**src/rtl/polynomial_multiply_core_macros.svh**
```systemverilog
// ----------------------------------------------------------------------------
// Assertion macros for the polynomial multiply core
// Shared forms for same-cycle and next-cycle implications.
// ----------------------------------------------------------------------------
`ifndef POLYNOMIAL_MULTIPLY_CORE_MACROS_SVH
`define POLYNOMIAL_MULTIPLY_CORE_MACROS_SVH

// The consequent must hold in the same cycle as the antecedent.
`define PMUL_ASSERT_SAME(label, clk, rst_n, ante, cons) \
    label: assert property (@(posedge clk) disable iff (!rst_n) (ante) |-> (cons)) \
        else $error("%m: same-cycle check failed");

// The consequent must hold in the cycle after the antecedent.
`define PMUL_ASSERT_NEXT(label, clk, rst_n, ante, cons) \
    label: assert property (@(posedge clk) disable iff (!rst_n) (ante) |=> (cons)) \
        else $error("%m: next-cycle check failed");

`endif

```
**src/rtl/pmul_pkg.sv**
```systemverilog
// ----------------------------------------------------------------------------
// Polynomial multiply package
// Sizes, register codes and the controller/datapath interface types.
// ----------------------------------------------------------------------------
package pmul_pkg;

    localparam int MAX_DEGREE  = 15;
    localparam int COEFF_WIDTH = 16;

    localparam int DEG_W       = 4;
    localparam int RESULT_W    = 40;
    localparam int POWER_W     = 5;
    localparam int CNT_W       = 6;
    localparam int CFG_IDX_W   = 1;

    localparam int STORE_DEPTH = MAX_DEGREE + 1;
    localparam int IDX_W       = $clog2(STORE_DEPTH);
    localparam int PROD_DEPTH  = 2 * MAX_DEGREE + 1;
    localparam int K_W         = $clog2(PROD_DEPTH);
    localparam int MUL_W       = 2 * COEFF_WIDTH;

    localparam logic [CFG_IDX_W-1:0] CFG_DEGREE_A = 1'b0;
    localparam logic [CFG_IDX_W-1:0] CFG_DEGREE_B = 1'b1;

    typedef struct packed {
        logic                 wr_a;
        logic                 wr_b;
        logic [IDX_W-1:0]     wr_addr;
        logic                 rd_en;
        logic [IDX_W-1:0]     rd_addr_a;
        logic [IDX_W-1:0]     rd_addr_b;
        logic                 first;
        logic                 last;
        logic [POWER_W-1:0]   power;
        logic                 final_term;
    } t_dp_cmd;

    typedef struct packed {
        logic busy;
    } t_dp_status;

    // A degree above MAX_DEGREE is used as the largest supported degree.
    function automatic logic [IDX_W-1:0] eff_degree(input logic [DEG_W-1:0] d);
        logic [IDX_W-1:0] res;
        if (int'(d) > MAX_DEGREE) begin
            res = IDX_W'(MAX_DEGREE);
        end else begin
            res = IDX_W'(d);
        end
        return res;
    endfunction

endpackage

```
**src/rtl/polynomial_multiply_core.sv**
```systemverilog
// Loading takes degree_a+degree_b+2 items at one item per cycle.
// Each product coefficient is then computed from its terms, one after another, on the
// single shared multiply-accumulate pipeline (store read, multiply, accumulate) and the
// output register; the next coefficient starts only once the previous one has left the
// block, and the next load starts only after the full product has left.
// Reset clears control state and both degrees; the coefficient stores are not cleared.
// ----------------------------------------------------------------------------
// Polynomial multiply core
// Loads two coefficient lists and emits their product by direct convolution.
// ----------------------------------------------------------------------------
`include "polynomial_multiply_core_macros.svh"

module polynomial_multiply_core (
    input  logic                                    i_clk,
    input  logic                                    i_rst_n,
    input  logic                                    i_cfg_valid,
    output logic                                    o_cfg_ready,
    input  logic [pmul_pkg::CFG_IDX_W-1:0]          i_cfg_index,
    input  logic [pmul_pkg::DEG_W-1:0]              i_cfg_data,
    input  logic                                    i_in_valid,
    output logic                                    o_in_stall,
    input  logic signed [pmul_pkg::COEFF_WIDTH-1:0] i_coefficient,
    output logic                                    o_out_valid,
    input  logic                                    i_out_stall,
    output logic signed [pmul_pkg::RESULT_W-1:0]    o_product_coefficient,
    output logic [pmul_pkg::POWER_W-1:0]            o_power,
    output logic                                    o_last
);

    pmul_pkg::t_dp_cmd    dp_cmd;
    pmul_pkg::t_dp_status dp_status;

    pmul_ctrl u_ctrl (
        .i_clk       (i_clk),
        .i_rst_n     (i_rst_n),
        .i_cfg_valid (i_cfg_valid),
        .o_cfg_ready (o_cfg_ready),
        .i_cfg_index (i_cfg_index),
        .i_cfg_data  (i_cfg_data),
        .i_in_valid  (i_in_valid),
        .o_in_stall  (o_in_stall),
        .i_status    (dp_status),
        .o_cmd       (dp_cmd)
    );

    pmul_dp u_dp (
        .i_clk                 (i_clk),
        .i_rst_n               (i_rst_n),
        .i_cmd                 (dp_cmd),
        .i_coefficient         (i_coefficient),
        .o_status              (dp_status),
        .o_out_valid           (o_out_valid),
        .i_out_stall           (i_out_stall),
        .o_product_coefficient (o_product_coefficient),
        .o_power               (o_power),
        .o_last                (o_last)
    );

    // No coefficient is taken while a result is pending.
    `PMUL_ASSERT_SAME(a_no_load_while_out, i_clk, i_rst_n, o_out_valid, o_in_stall)
    // A delivered result that is not the last keeps the input closed.
    `PMUL_ASSERT_NEXT(a_stall_after_mid, i_clk, i_rst_n,
        o_out_valid && !i_out_stall && !o_last, o_in_stall)
    // Nothing follows the last coefficient of a product.
    `PMUL_ASSERT_NEXT(a_quiet_after_last, i_clk, i_rst_n,
        o_out_valid && !i_out_stall && o_last, !o_out_valid)

endmodule

```
**src/rtl/pmul_dp.sv**
```systemverilog
// ----------------------------------------------------------------------------
// Polynomial multiply datapath
// Coefficient stores, read/multiply/accumulate pipeline and output register.
// ----------------------------------------------------------------------------
module pmul_dp (
    input  logic                                  i_clk,
    input  logic                                  i_rst_n,
    input  pmul_pkg::t_dp_cmd                     i_cmd,
    input  logic signed [pmul_pkg::COEFF_WIDTH-1:0] i_coefficient,
    output pmul_pkg::t_dp_status                  o_status,
    output logic                                  o_out_valid,
    input  logic                                  i_out_stall,
    output logic signed [pmul_pkg::RESULT_W-1:0]  o_product_coefficient,
    output logic [pmul_pkg::POWER_W-1:0]          o_power,
    output logic                                  o_last
);

    logic [pmul_pkg::COEFF_WIDTH-1:0] r_mem_a [pmul_pkg::STORE_DEPTH];
    logic [pmul_pkg::COEFF_WIDTH-1:0] r_mem_b [pmul_pkg::STORE_DEPTH];

    logic signed [pmul_pkg::COEFF_WIDTH-1:0] r_rd_a;
    logic signed [pmul_pkg::COEFF_WIDTH-1:0] r_rd_b;
    logic                                    r_s1_v;
    logic                                    r_s1_first;
    logic                                    r_s1_last;
    logic [pmul_pkg::POWER_W-1:0]            r_s1_power;
    logic                                    r_s1_final;

    logic signed [pmul_pkg::MUL_W-1:0]       r_prod;
    logic                                    r_s2_v;
    logic                                    r_s2_first;
    logic                                    r_s2_last;
    logic [pmul_pkg::POWER_W-1:0]            r_s2_power;
    logic                                    r_s2_final;

    logic signed [pmul_pkg::RESULT_W-1:0]    r_acc;
    logic signed [pmul_pkg::RESULT_W-1:0]    n_acc;
    logic                                    r_out_valid;
    logic                                    n_out_valid;
    logic [pmul_pkg::POWER_W-1:0]            r_out_power;
    logic                                    r_out_last;

    logic signed [63:0]                      prod_wide;
    logic signed [pmul_pkg::RESULT_W-1:0]    prod_ext;

    // Coefficient stores: one write port, one registered read port each.
    always_ff @(posedge i_clk) begin
        if (i_cmd.wr_a) begin
            r_mem_a[i_cmd.wr_addr] <= i_coefficient;
        end
        if (i_cmd.wr_b) begin
            r_mem_b[i_cmd.wr_addr] <= i_coefficient;
        end
        if (i_cmd.rd_en) begin
            r_rd_a <= r_mem_a[i_cmd.rd_addr_a];
            r_rd_b <= r_mem_b[i_cmd.rd_addr_b];
        end
    end

    always_ff @(posedge i_clk) begin
        r_s1_first <= i_cmd.first;
        r_s1_last  <= i_cmd.last;
        r_s1_power <= i_cmd.power;
        r_s1_final <= i_cmd.final_term;
        r_prod     <= r_rd_a * r_rd_b;
        r_s2_first <= r_s1_first;
        r_s2_last  <= r_s1_last;
        r_s2_power <= r_s1_power;
        r_s2_final <= r_s1_final;
        r_acc      <= n_acc;
        if (r_s2_v && r_s2_last) begin
            r_out_power <= r_s2_power;
            r_out_last  <= r_s2_final;
        end
    end

    always_ff @(posedge i_clk) begin
        if (!i_rst_n) begin
            r_s1_v      <= 1'b0;
            r_s2_v      <= 1'b0;
            r_out_valid <= 1'b0;
        end else begin
            r_s1_v      <= i_cmd.rd_en;
            r_s2_v      <= r_s1_v;
            r_out_valid <= n_out_valid;
        end
    end

    // The product is sign-extended, or wrapped for wide coefficients, to the result width.
    assign prod_wide = 64'(r_prod);
    assign prod_ext  = prod_wide[pmul_pkg::RESULT_W-1:0];

    always_comb begin
        n_acc       = r_acc;
        n_out_valid = r_out_valid;
        if (r_out_valid && !i_out_stall) begin
            n_out_valid = 1'b0;
        end
        if (r_s2_v) begin
            if (r_s2_first) begin
                n_acc = prod_ext;
            end else begin
                n_acc = r_acc + prod_ext;
            end
            if (r_s2_last) begin
                n_out_valid = 1'b1;
            end
        end
    end

    assign o_status.busy         = r_s1_v | r_s2_v | r_out_valid;
    assign o_out_valid           = r_out_valid;
    assign o_product_coefficient = r_acc;
    assign o_power               = r_out_power;
    assign o_last                = r_out_last;

endmodule

```
**src/rtl/pmul_ctrl.sv**
```systemverilog
// ----------------------------------------------------------------------------
// Polynomial multiply controller
// Holds the degrees, sequences the load and the convolution terms.
// ----------------------------------------------------------------------------
module pmul_ctrl (
    input  logic                               i_clk,
    input  logic                               i_rst_n,
    input  logic                               i_cfg_valid,
    output logic                               o_cfg_ready,
    input  logic [pmul_pkg::CFG_IDX_W-1:0]     i_cfg_index,
    input  logic [pmul_pkg::DEG_W-1:0]         i_cfg_data,
    input  logic                               i_in_valid,
    output logic                               o_in_stall,
    input  pmul_pkg::t_dp_status               i_status,
    output pmul_pkg::t_dp_cmd                  o_cmd
);

    typedef enum logic [2:0] {
        S_LOAD  = 3'b001,
        S_ISSUE = 3'b010,
        S_DRAIN = 3'b100
    } t_state;

    t_state                           r_state;
    t_state                           n_state;
    logic [pmul_pkg::DEG_W-1:0]       r_deg_a;
    logic [pmul_pkg::DEG_W-1:0]       n_deg_a;
    logic [pmul_pkg::DEG_W-1:0]       r_deg_b;
    logic [pmul_pkg::DEG_W-1:0]       n_deg_b;
    logic [pmul_pkg::CNT_W-1:0]       r_cnt;
    logic [pmul_pkg::CNT_W-1:0]       n_cnt;
    logic [pmul_pkg::K_W-1:0]         r_k;
    logic [pmul_pkg::K_W-1:0]         n_k;
    logic [pmul_pkg::IDX_W-1:0]       r_i;
    logic [pmul_pkg::IDX_W-1:0]       n_i;

    logic [pmul_pkg::IDX_W-1:0]       da;
    logic [pmul_pkg::IDX_W-1:0]       db;
    logic [pmul_pkg::IDX_W:0]         na;
    logic [pmul_pkg::IDX_W+1:0]       total;
    logic [pmul_pkg::CNT_W-1:0]       cnt_inc;
    logic [pmul_pkg::CNT_W-1:0]       cnt_b;
    logic                             accept;
    logic                             cfg_wr;
    logic [pmul_pkg::K_W-1:0]         k_inc;
    logic [pmul_pkg::K_W-1:0]         j_full;
    logic [pmul_pkg::IDX_W-1:0]       lo;
    logic [pmul_pkg::IDX_W-1:0]       lo_next;
    logic [pmul_pkg::IDX_W-1:0]       hi;
    logic                             final_k;

    assign da      = pmul_pkg::eff_degree(r_deg_a);
    assign db      = pmul_pkg::eff_degree(r_deg_b);
    assign na      = {1'b0, da} + 1'b1;
    assign total   = (pmul_pkg::IDX_W+2)'(na) + (pmul_pkg::IDX_W+2)'(db) + 1'b1;
    assign cnt_inc = r_cnt + 1'b1;
    assign cnt_b   = r_cnt - pmul_pkg::CNT_W'(na);

    assign o_cfg_ready = 1'b1;
    assign cfg_wr      = i_cfg_valid;
    assign o_in_stall  = (r_state != S_LOAD);
    assign accept      = i_in_valid && !o_in_stall;

    // Term range for product coefficient k: i from max(0, k-db) to min(k, da).
    assign k_inc   = r_k + 1'b1;
    assign j_full  = r_k - pmul_pkg::K_W'(r_i);
    assign lo      = (int'(r_k) > int'(db)) ? pmul_pkg::IDX_W'(r_k - pmul_pkg::K_W'(db)) : '0;
    assign lo_next = (int'(k_inc) > int'(db)) ?
                     pmul_pkg::IDX_W'(k_inc - pmul_pkg::K_W'(db)) : '0;
    assign hi      = (int'(r_k) < int'(da)) ? pmul_pkg::IDX_W'(r_k) : da;
    assign final_k = (int'(r_k) == int'(da) + int'(db));

    always_comb begin
        n_state = r_state;
        n_deg_a = r_deg_a;
        n_deg_b = r_deg_b;
        n_cnt   = r_cnt;
        n_k     = r_k;
        n_i     = r_i;

        o_cmd            = '0;
        o_cmd.rd_addr_a  = r_i;
        o_cmd.rd_addr_b  = pmul_pkg::IDX_W'(j_full);
        o_cmd.first      = (r_i == lo);
        o_cmd.last       = (r_i == hi);
        o_cmd.power      = pmul_pkg::POWER_W'(r_k);
        o_cmd.final_term = final_k;

        unique case (r_state)
            S_LOAD: begin
                if (accept) begin
                    if (int'(r_cnt) < int'(na)) begin
                        o_cmd.wr_a    = 1'b1;
                        o_cmd.wr_addr = pmul_pkg::IDX_W'(r_cnt);
                    end else begin
                        o_cmd.wr_b    = 1'b1;
                        o_cmd.wr_addr = pmul_pkg::IDX_W'(cnt_b);
                    end
                    if (int'(cnt_inc) == int'(total)) begin
                        n_cnt   = '0;
                        n_k     = '0;
                        n_i     = '0;
                        n_state = S_ISSUE;
                    end else begin
                        n_cnt = cnt_inc;
                    end
                end
            end
            S_ISSUE: begin
                o_cmd.rd_en = 1'b1;
                if (r_i == hi) begin
                    n_state = S_DRAIN;
                end else begin
                    n_i = r_i + 1'b1;
                end
            end
            S_DRAIN: begin
                // The next coefficient starts only once this one has left the block.
                if (!i_status.busy) begin
                    if (final_k) begin
                        n_state = S_LOAD;
                    end else begin
                        n_k     = k_inc;
                        n_i     = lo_next;
                        n_state = S_ISSUE;
                    end
                end
            end
            default: begin
                n_state = S_LOAD;
            end
        endcase

        if (cfg_wr) begin
            unique case (i_cfg_index)
                pmul_pkg::CFG_DEGREE_A: n_deg_a = i_cfg_data;
                pmul_pkg::CFG_DEGREE_B: n_deg_b = i_cfg_data;
                default: begin
                    n_deg_a = r_deg_a;
                end
            endcase
            // A register write drops any partial load.
            n_cnt = '0;
        end
    end

    always_ff @(posedge i_clk) begin
        if (!i_rst_n) begin
            r_state <= S_LOAD;
            r_deg_a <= '0;
            r_deg_b <= '0;
            r_cnt   <= '0;
            r_k     <= '0;
            r_i     <= '0;
        end else begin
            r_state <= n_state;
            r_deg_a <= n_deg_a;
            r_deg_b <= n_deg_b;
            r_cnt   <= n_cnt;
            r_k     <= n_k;
            r_i     <= n_i;
        end
    end

endmodule

```
**config.mk**
```make
export PLATFORM = sky130hd
export DESIGN_NAME = polynomial_multiply_core
export DESIGN_NICKNAME = d
export VERILOG_FILES = /design/src/rtl/pmul_pkg.sv /design/src/rtl/polynomial_multiply_core.sv /design/src/rtl/pmul_dp.sv /design/src/rtl/pmul_ctrl.sv
export VERILOG_INCLUDE_DIRS = /design/src /design/src/rtl
export SDC_FILE = /design/constraint.sdc
export NUM_CORES = 2
export LEC_CHECK = 0
export BUFFER_PORTS_ARGS = -buffer_cell sky130_fd_sc_hd__buf_2
export CAP_MARGIN = 20
export CORE_AREA = 10 10 310 372
export CTS_CLUSTER_SIZE = 8
export DETAILED_ROUTE_END_ITERATION = 8
export DIE_AREA = 0 0 320 382
export PLACE_DENSITY_LB_ADDON = 0.1
export SYNTH_ARGS = -nofsm -noshare
export SYNTH_HDL_FRONTEND = slang
export SYNTH_SLANG_ARGS = --single-unit
```
**constraint.sdc**
```tcl
create_clock -name i_clk -period 13.5 [get_ports i_clk]
set_input_delay 0 -clock i_clk [delete_from_list [all_inputs] [get_ports i_clk]]
set_output_delay 0 -clock i_clk [all_outputs]
set_load 0.01 [all_outputs]
```
== Word-level counts from Yosys, hierarchy flattened ==
Memory sizes are Yosys's and may differ from the RTL's. A register that Yosys moved wholly into a read port is not among the register bits.
Cells that the tools add are included.

* Bits in registers: 123
* Bits in latches: 0
* Bits in writable memories: 512
* Memory bits (read-only): 0
* Bits of input ports: 26
* Output and inout bits: 49
* Word-level logic and storage cells: 107
* Memories: 2

{| class="wikitable"
|+ Memories
! name !! words !! width !! rd ports !! clocked after memory_dff !! wr ports !! RTL line !! source
|-
| u_dp.r_mem_a || 16 || 16 || 1 || 1 || 1 || pmul_dp.sv:18 || <nowiki>logic [pmul_pkg::COEFF_WIDTH-1:0] r_mem_a [pmul_pkg::STORE_DEPTH];</nowiki>
|-
| u_dp.r_mem_b || 16 || 16 || 1 || 1 || 1 || pmul_dp.sv:19 || <nowiki>logic [pmul_pkg::COEFF_WIDTH-1:0] r_mem_b [pmul_pkg::STORE_DEPTH];</nowiki>
|}

* $add $sub $neg: 12
* Multipliers: 1
* Div/mod/pow operators: 0
* Magnitude comparators: 4
* Eq/ne operators: 14
* Shifts and indexed selects: 0
* Mux-type cells: 35
* Bitwise logic cells: 4
* Reductions and logical operators: 14

{| class="wikitable"
|+ Operator list
! cell !! number
|-
| 40-bit by 32-bit adder with 40-bit output || 1
|-
| 40-bit two-way mux || 1
|-
| 4-bit two-way mux || 9
|-
| 16-bit by 16-bit multiplier with 32-bit output || 1
|-
| 5-bit two-way mux || 4
|-
| 6-bit two-way mux || 3
|-
| 4-bit subtractor || 4
|-
| 6-bit by 1-bit adder with 6-bit output, second input constant || 2
|-
| 3-bit two-way mux || 4
|-
| 4-bit case mux with 3 select lines || 1
|-
| 5-bit by 4-bit > comparator with 1-bit output || 2
|-
| 1-bit two-way mux || 10
|-
| 5-bit case mux with 2 select lines || 1
|-
| 3-bit case mux with 3 select lines || 1
|-
| 4-bit == test || 2
|-
| 5-bit by 4-bit adder with 6-bit output || 1
|-
| 6-bit == test || 1
|-
| 6-bit by 5-bit < comparator with 1-bit output || 1
|-
| 2-bit by 1-bit != test with 1-bit output, second input constant || 3
|-
| 2-bit != test, second input constant || 3
|-
| 2-bit AND reduction || 3
|-
| 6-bit AND reduction || 1
|-
| 4-bit by 1-bit adder with 5-bit output, second input constant || 1
|-
| 4-bit by 4-bit adder with 5-bit output || 1
|-
| other kinds (18) || 23
|}

== Longest topological paths before layout ==
* Depth after elaboration: 7
* Mapped depth: 23
* Depth with buffers taken out: 22

== Hierarchy ==
Synthesis repeated with hierarchy kept, for this count alone.

* Cells, all modules: 2676
* Area, all modules: 37677.4 um^2

{| class="wikitable"
|+ By module, submodules not included
! module !! times used !! cells an instance !! area each (um^2) !! sequential area each (um^2)
|-
| pmul_dp || 1 || 2329 || 34882.2 || 18738.0
|-
| pmul_ctrl || 1 || 347 || 2795.2 || 520.5
|}

== Least setup slack after synthesis ==
No wires, ideal clock.

* Path kind: reg-to-reg
* Start: reg u_dp.r_rd_a[15] in the netlist's numbering (read register of u_dp.r_mem_a)
* End: reg u_dp.r_prod[31] in the netlist's numbering
* Setup time: 121 ps
* Data arrival time: 5722 ps
* Data required time: 13379 ps
* Slack: 7657 ps
* Cell stages (with the launch flop): 20
* Buffers on the path: 1
* Period minus slack after synthesis: 5843 ps
* Cell sequence: edfxtp_1 -> clkbuf_1 -> nand2_1 -> inv_1 -> fa_1 -> fa_1 -> fa_1 -> fa_1 -> fa_1 -> fa_1 -> ha_1 -> a21o_1 -> a21o_1 -> a21o_1 -> a21oi_1 -> o21ai_0 -> o21ai_0 -> nand2b_1 -> a31oi_1 -> xnor2_1

* Word-level cells in the longest chain between the ends: 1

{| class="wikitable"
|+ Ends and longest elaborated chain
! what !! RTL line !! source
|-
| start, declared || pmul_dp.sv:21 || <nowiki>logic signed [pmul_pkg::COEFF_WIDTH-1:0] r_rd_a;</nowiki>
|-
| 16-bit by 16-bit multiplier with 32-bit output || pmul_dp.sv:65 || <nowiki>r_prod <= r_rd_a * r_rd_b;</nowiki>
|-
| end signal, assigned || pmul_dp.sv:65 ||
|-
| end, declared || pmul_dp.sv:29 || <nowiki>logic signed [pmul_pkg::MUL_W-1:0] r_prod;</nowiki>
|}

No other way between the ends.
A chain may end at the register's enable or synchronous reset.

== Worst setup path in the final report ==
* Start: reg u_dp.r_rd_b[10] in the netlist's numbering (read register of u_dp.r_mem_b)
* End: reg u_dp.r_prod[31] in the netlist's numbering

* Word-level cells in the longest chain between the ends: 1

{| class="wikitable"
|+ Ends and longest elaborated chain
! what !! RTL line !! source
|-
| start, declared || pmul_dp.sv:22 || <nowiki>logic signed [pmul_pkg::COEFF_WIDTH-1:0] r_rd_b;</nowiki>
|-
| 16-bit by 16-bit multiplier with 32-bit output || pmul_dp.sv:65 ||
|}

No other way between the ends.

==> metrics.md <==
| Metric | Value |
|---|---|
| Min-Delay Endpoint | u_ctrl.db[1]$_SDFFE_PN0P_ |
| Post-DP HPWL | roughly 64000 µm |
| Nets | about 3300 |
| RSZ-0062 raised after global routing | no |
| Vias in the first global route | roughly 24000 |
| Clock skew | 0.0392 ns |
| Synth area leader | edfxtp_1 |
| DIE HEIGHT | about 380 µm |
| Seq cells post-synth | around 670 |
| First-pass GRT wire length | roughly 140000 µm |
| Num CTS Buffers | between 90 and 100 |
| CTS tree | done |
| DRC | 0 |
| RR Endpoint | u_dp.r_prod[31]$_DFF_P_ |
| Final worst slack | 6.71 ns |
| Min-Delay Startpoint | i_cfg_data[1] |
| Worst-case clock buffer depth | 3 |
| Total power | between 8 and 9 mW |
| Clock latency on the worst-skew pair | about 0.67 ns |
| Final non-filler cell area | roughly 0.043 mm² |
| Initial antenna violation count | 1 |
| Slew @ Worst Pin | about 1.1 ns |
| Area Overhead vs Synth | 13.9% |
| Core area | between 0.1 and 0.15 mm² |
| Die Wd | 320 µm |
| Rows | around 130 |
| GRT overflow | 0 |
| Share of layout cells above drive strength 1 | 14.0% |
| Leak | about 16 nW |
| Combinational fraction of design power | 42.8% |
| Async SR Flop Fraction | 0% |
| Net Count, Synth | around 3100 |
| Die area | ~0.12 mm² |
| Number of H-tree levels | 3 |
| Final min period | 6.79 ns |
| Worst hold path type | in -> reg |
| Status | completed |
| Final worst-path cycle share | between 50% and 60% |
| Initial Utilization | 34.9% |
| Top-area cell type share of the netlist area | ~47% |
| P_int | 5.31 mW |
| Required time of the critical path | approximately 14 ns |
| Max Freq | roughly 150 MHz |
| Sinks on Clock Net | roughly 670 |
| Post-synthesis area per instance | 14.0 µm² |
| Critical Path AT | about 7.4 ns |
| Syn Inst Count | approximately 2700 |
| Syn. warnings | 0 |
| ANT nets after route | 0 |
| MaxCap Viol Count | 0 |
| Top cells by area, synth | edfxtp_1 (47%), fa_1 (14%), mux4_2 (8.6%), ha_1 (5.1%), dfxtp_1 (4.1%) |
| Reg2Reg Launch Point | u_dp.r_rd_b[10]$_DFFE_PP_ |
| Post-synthesis sequential area ratio | 51.3% |
| Global placement routability congestion | 0.835 |
| Initial DRT Pass Iterations | 5 |
| NetSw | between 2 and 3 mW |
| Sw Share | between 30% and 40% |
| Slew HR | around a quarter |
| Synth Cell Area | between 0.03 and 0.04 mm² |
| I/O pin cnt | 75 |
| Total routed wirelength | 93200 µm |
| PwrDens | approximately 190 mW/mm² |
| Setup-failing EPs final | 0 |
| WL/cell | around 22 µm |
| TNS Setup | 0 ns |
| Largest net degree at the start of global routing | 69 |
| WHS Path Cells | 4 |
| CP max FO | 16 |
| Final Hold Fails | 0 |
| Setup crit end kind | flip-flop |
| Root buf cell | clkbuf_16 |
| Critical path type | reg -> reg |
| Peak VDD IR | between 0.1 and 0.15 mV |
| GR Util All Layers | ~15% |
| Via density | 5.01 |
| Post-CTS Setup Bufs | 0 |
| Clock power share | between 20% and 30% |
| Clock-pin slew on the worst setup and hold paths | around 0.05 ns |
| Vias | 21500 |
| Dpl cell area | 0.0397 mm² |
| Worst r2r path cells | 21 |
| Flop pwr share | a little over 30% |
| Synth cell types | between 70 and 80 |
| Setup slack, reg-to-reg | approximately 6.7 ns |
| Slew Viols, Final | 0 |
| Post-synth EDFFs | 590 |
| Antenna Diode Count | 0 |
| DR iter-0 viols | 998 |
| Port Buffers | 73 |
| FILL cells | 9987 |
| Post-Place Setup Slack | 6.64 ns |
| Worst setup SP type | flip-flop |
| Main synth FF type | edfxtp_1 |
-- through the flow --
step / hold WS, ns / utilization, % / instances
after floorplan: 0.0989 / - / 2689
after global placement: 0.258 / 36.9 / 4114
final: 0.195 / 39.8 / 4286
after global routing: 0.178 / 39.8 / 4286
after detailed placement: 0.274 / 36.9 / 4114
after CTS: 0.133 / 39.7 / 4285
-- cells by family (layout without fill, tap and decap cells) --
logic type               after synthesis  in the layout  synth area share (%)
other                                  1              1               0.00999
XOR/XNOR                             105            105                  2.49
flip-flops                           667            667                  51.3
adder cells (fa/ha/maj)              421            421                  19.4
AO/OA/AOI/OAI                        331            331                  5.61
multiplexers                         172            172                  9.40
buffers and inverters                429            619                  4.34
AND/OR/NAND/NOR                      563            563                  7.43
-- layer usage --
| metal | global-route usage [%] | part of all wire [%] | vias up |
|---|---|---|---|
| met5 | 0 | 0.011 | - |
| met4 | 4.66 | 2.3 | 2 |
| met3 | 2.34 | 3.6 | 136 |
| met2 | 28.1 | 52 | 404 |
| met1 | 18.3 | 42 | 11200 |
| li1 | - | - | 9776 |
-- placed cells by master (no fill, tap or decap), types with 23 or more instances in the layout --
| cell type | count |
|---|---|
| buf_4 | 45 |
| dfxtp_1 | 72 |
| a21o_1 | 34 |
| fa_1 | 268 |
| a21oi_1 | 103 |
| ha_1 | 151 |
| mux2i_1 | 23 |
| nand2b_1 | 23 |
| inv_1 | 328 |
| o21ai_0 | 71 |
| mux4_2 | 144 |
| a211oi_1 | 27 |
| clkbuf_1 | 26 |
| xor2_1 | 36 |
| nand2_1 | 204 |
| dlygate4sd3_1 | 37 |
| nand3_1 | 24 |
| buf_2 | 73 |
| nor2_1 | 90 |
| edfxtp_1 | 590 |
| nor2b_1 | 33 |
| clkbuf_16 | 97 |
| xnor2_1 | 66 |
| and2_1 | 131 |
-- cells in the mapped netlist, drive strengths merged, types with 4 or more instances --
| master | number |
|---|---|
| inv | 329 |
| nand4 | 7 |
| a211oi | 28 |
| nor2 | 90 |
| nand3b | 6 |
| o21bai | 12 |
| xnor2 | 67 |
| mux2 | 5 |
| dfxtp | 77 |
| nand3 | 24 |
| xor2 | 37 |
| a21o | 34 |
| a31oi | 11 |
| nand2 | 204 |
| nand2b | 23 |
| o21ai | 77 |
| o31ai | 8 |
| o21a | 11 |
| mux2i | 23 |
| a22oi | 4 |
| a21boi | 4 |
| buf | 19 |
| fa | 269 |
| clkbuf | 81 |
| edfxtp | 590 |
| a21oi | 105 |
| mux4 | 144 |
| or2 | 5 |
| nor3 | 17 |
| nor2b | 33 |
| o211ai | 5 |
| ha | 152 |
| o211a | 4 |
| and2 | 131 |
| and3 | 7 |
-- power groups by stage --
stage | Sequential (mW) | Combinational (mW) | Clock (mW)
2_1_floorplan | 2.51 | 2.68 | 0
3_3_place_gp | 2.59 | 3.56 | 0
6_report | 2.55 | 3.54 | 2.19
3_5_place_dp | 2.60 | 3.59 | 0
5_1_grt | 2.57 | 3.97 | 2.35
4_1_cts | 2.56 | 3.61 | 2.26
-- critical path, cell delays in order, from the launching register on --
cell,delay (ns)
edfxtp_1,0.74
and2_1,0.31
fa_1,0.55
inv_1,0.07
fa_1,0.54
inv_1,0.06
fa_1,0.52
fa_1,0.44
fa_1,0.49
inv_1,0.05
fa_1,0.47
inv_1,0.04
ha_1,0.38
nand3_1,0.19
nor2_1,0.23
nand3_1,0.12
o21ai_0,0.54
nor4bb_1,0.42
o21ai_0,0.16
nand2b_1,0.12
a31oi_1,0.10
xnor2_1,0.13
-- worst max path at each step --
stage | to | startpoint | depth (start not counted)
detailed placement | u_dp.r_prod[31]$_DFF_P_ | u_dp.r_rd_a[15]$_DFFE_PP_ | 20
global route | u_dp.r_prod[31]$_DFF_P_ | u_dp.r_rd_b[10]$_DFFE_PP_ | 20
global placement | u_dp.r_prod[31]$_DFF_P_ | u_dp.r_rd_a[0]$_DFFE_PP_ | 20
finish | u_dp.r_prod[31]$_DFF_P_ | u_dp.r_rd_b[10]$_DFFE_PP_ | 21
CTS | u_dp.r_prod[31]$_DFF_P_ | u_dp.r_rd_a[15]$_DFFE_PP_ | 20
floorplan | u_dp.r_prod[31]$_DFF_P_ | u_dp.r_rd_a[15]$_DFFE_PP_ | 19
-- layout make-up --
cell class / count / area (µm²) / area share, %
Tap cell: 1407 / 1760 / 4.12
Inverter: 329 / 1230 / 2.89
Multi-Input combinational cell: 1593 / 16700 / 39.1
Clock inverter: 11 / 180 / 0.421
Timing Repair Buffer: 156 / 1080 / 2.54
Clock buffer: 123 / 2520 / 5.91
Sequential cell: 667 / 19300 / 45.1
-- registers in the layout, indices dropped and copies added (netlist names), 3 cells and up --
register                    count
u_ctrl.r_i                      4
u_dp.r_prod                    32
u_dp.r_s2_power                 5
u_dp.o_power                    5
u_dp.o_product_coefficient     40
u_ctrl.r_k                      5
u_ctrl.r_state                  3
u_dp.r_mem_b                  256
u_dp.r_rd_a                    16
u_dp.r_rd_b                    16
u_dp.r_mem_a                  256
u_ctrl.da                       4
u_dp.r_s1_power                 5
u_ctrl.db                       4
u_ctrl.r_cnt                    6
-- timing repair --
item                                   in CTS  in global routing
hold buffers                               37                  0
gates resized for setup                     0                  0
endpoints found under the hold margin     541                  0
Note: power is estimated with default switching activity, not from simulation.
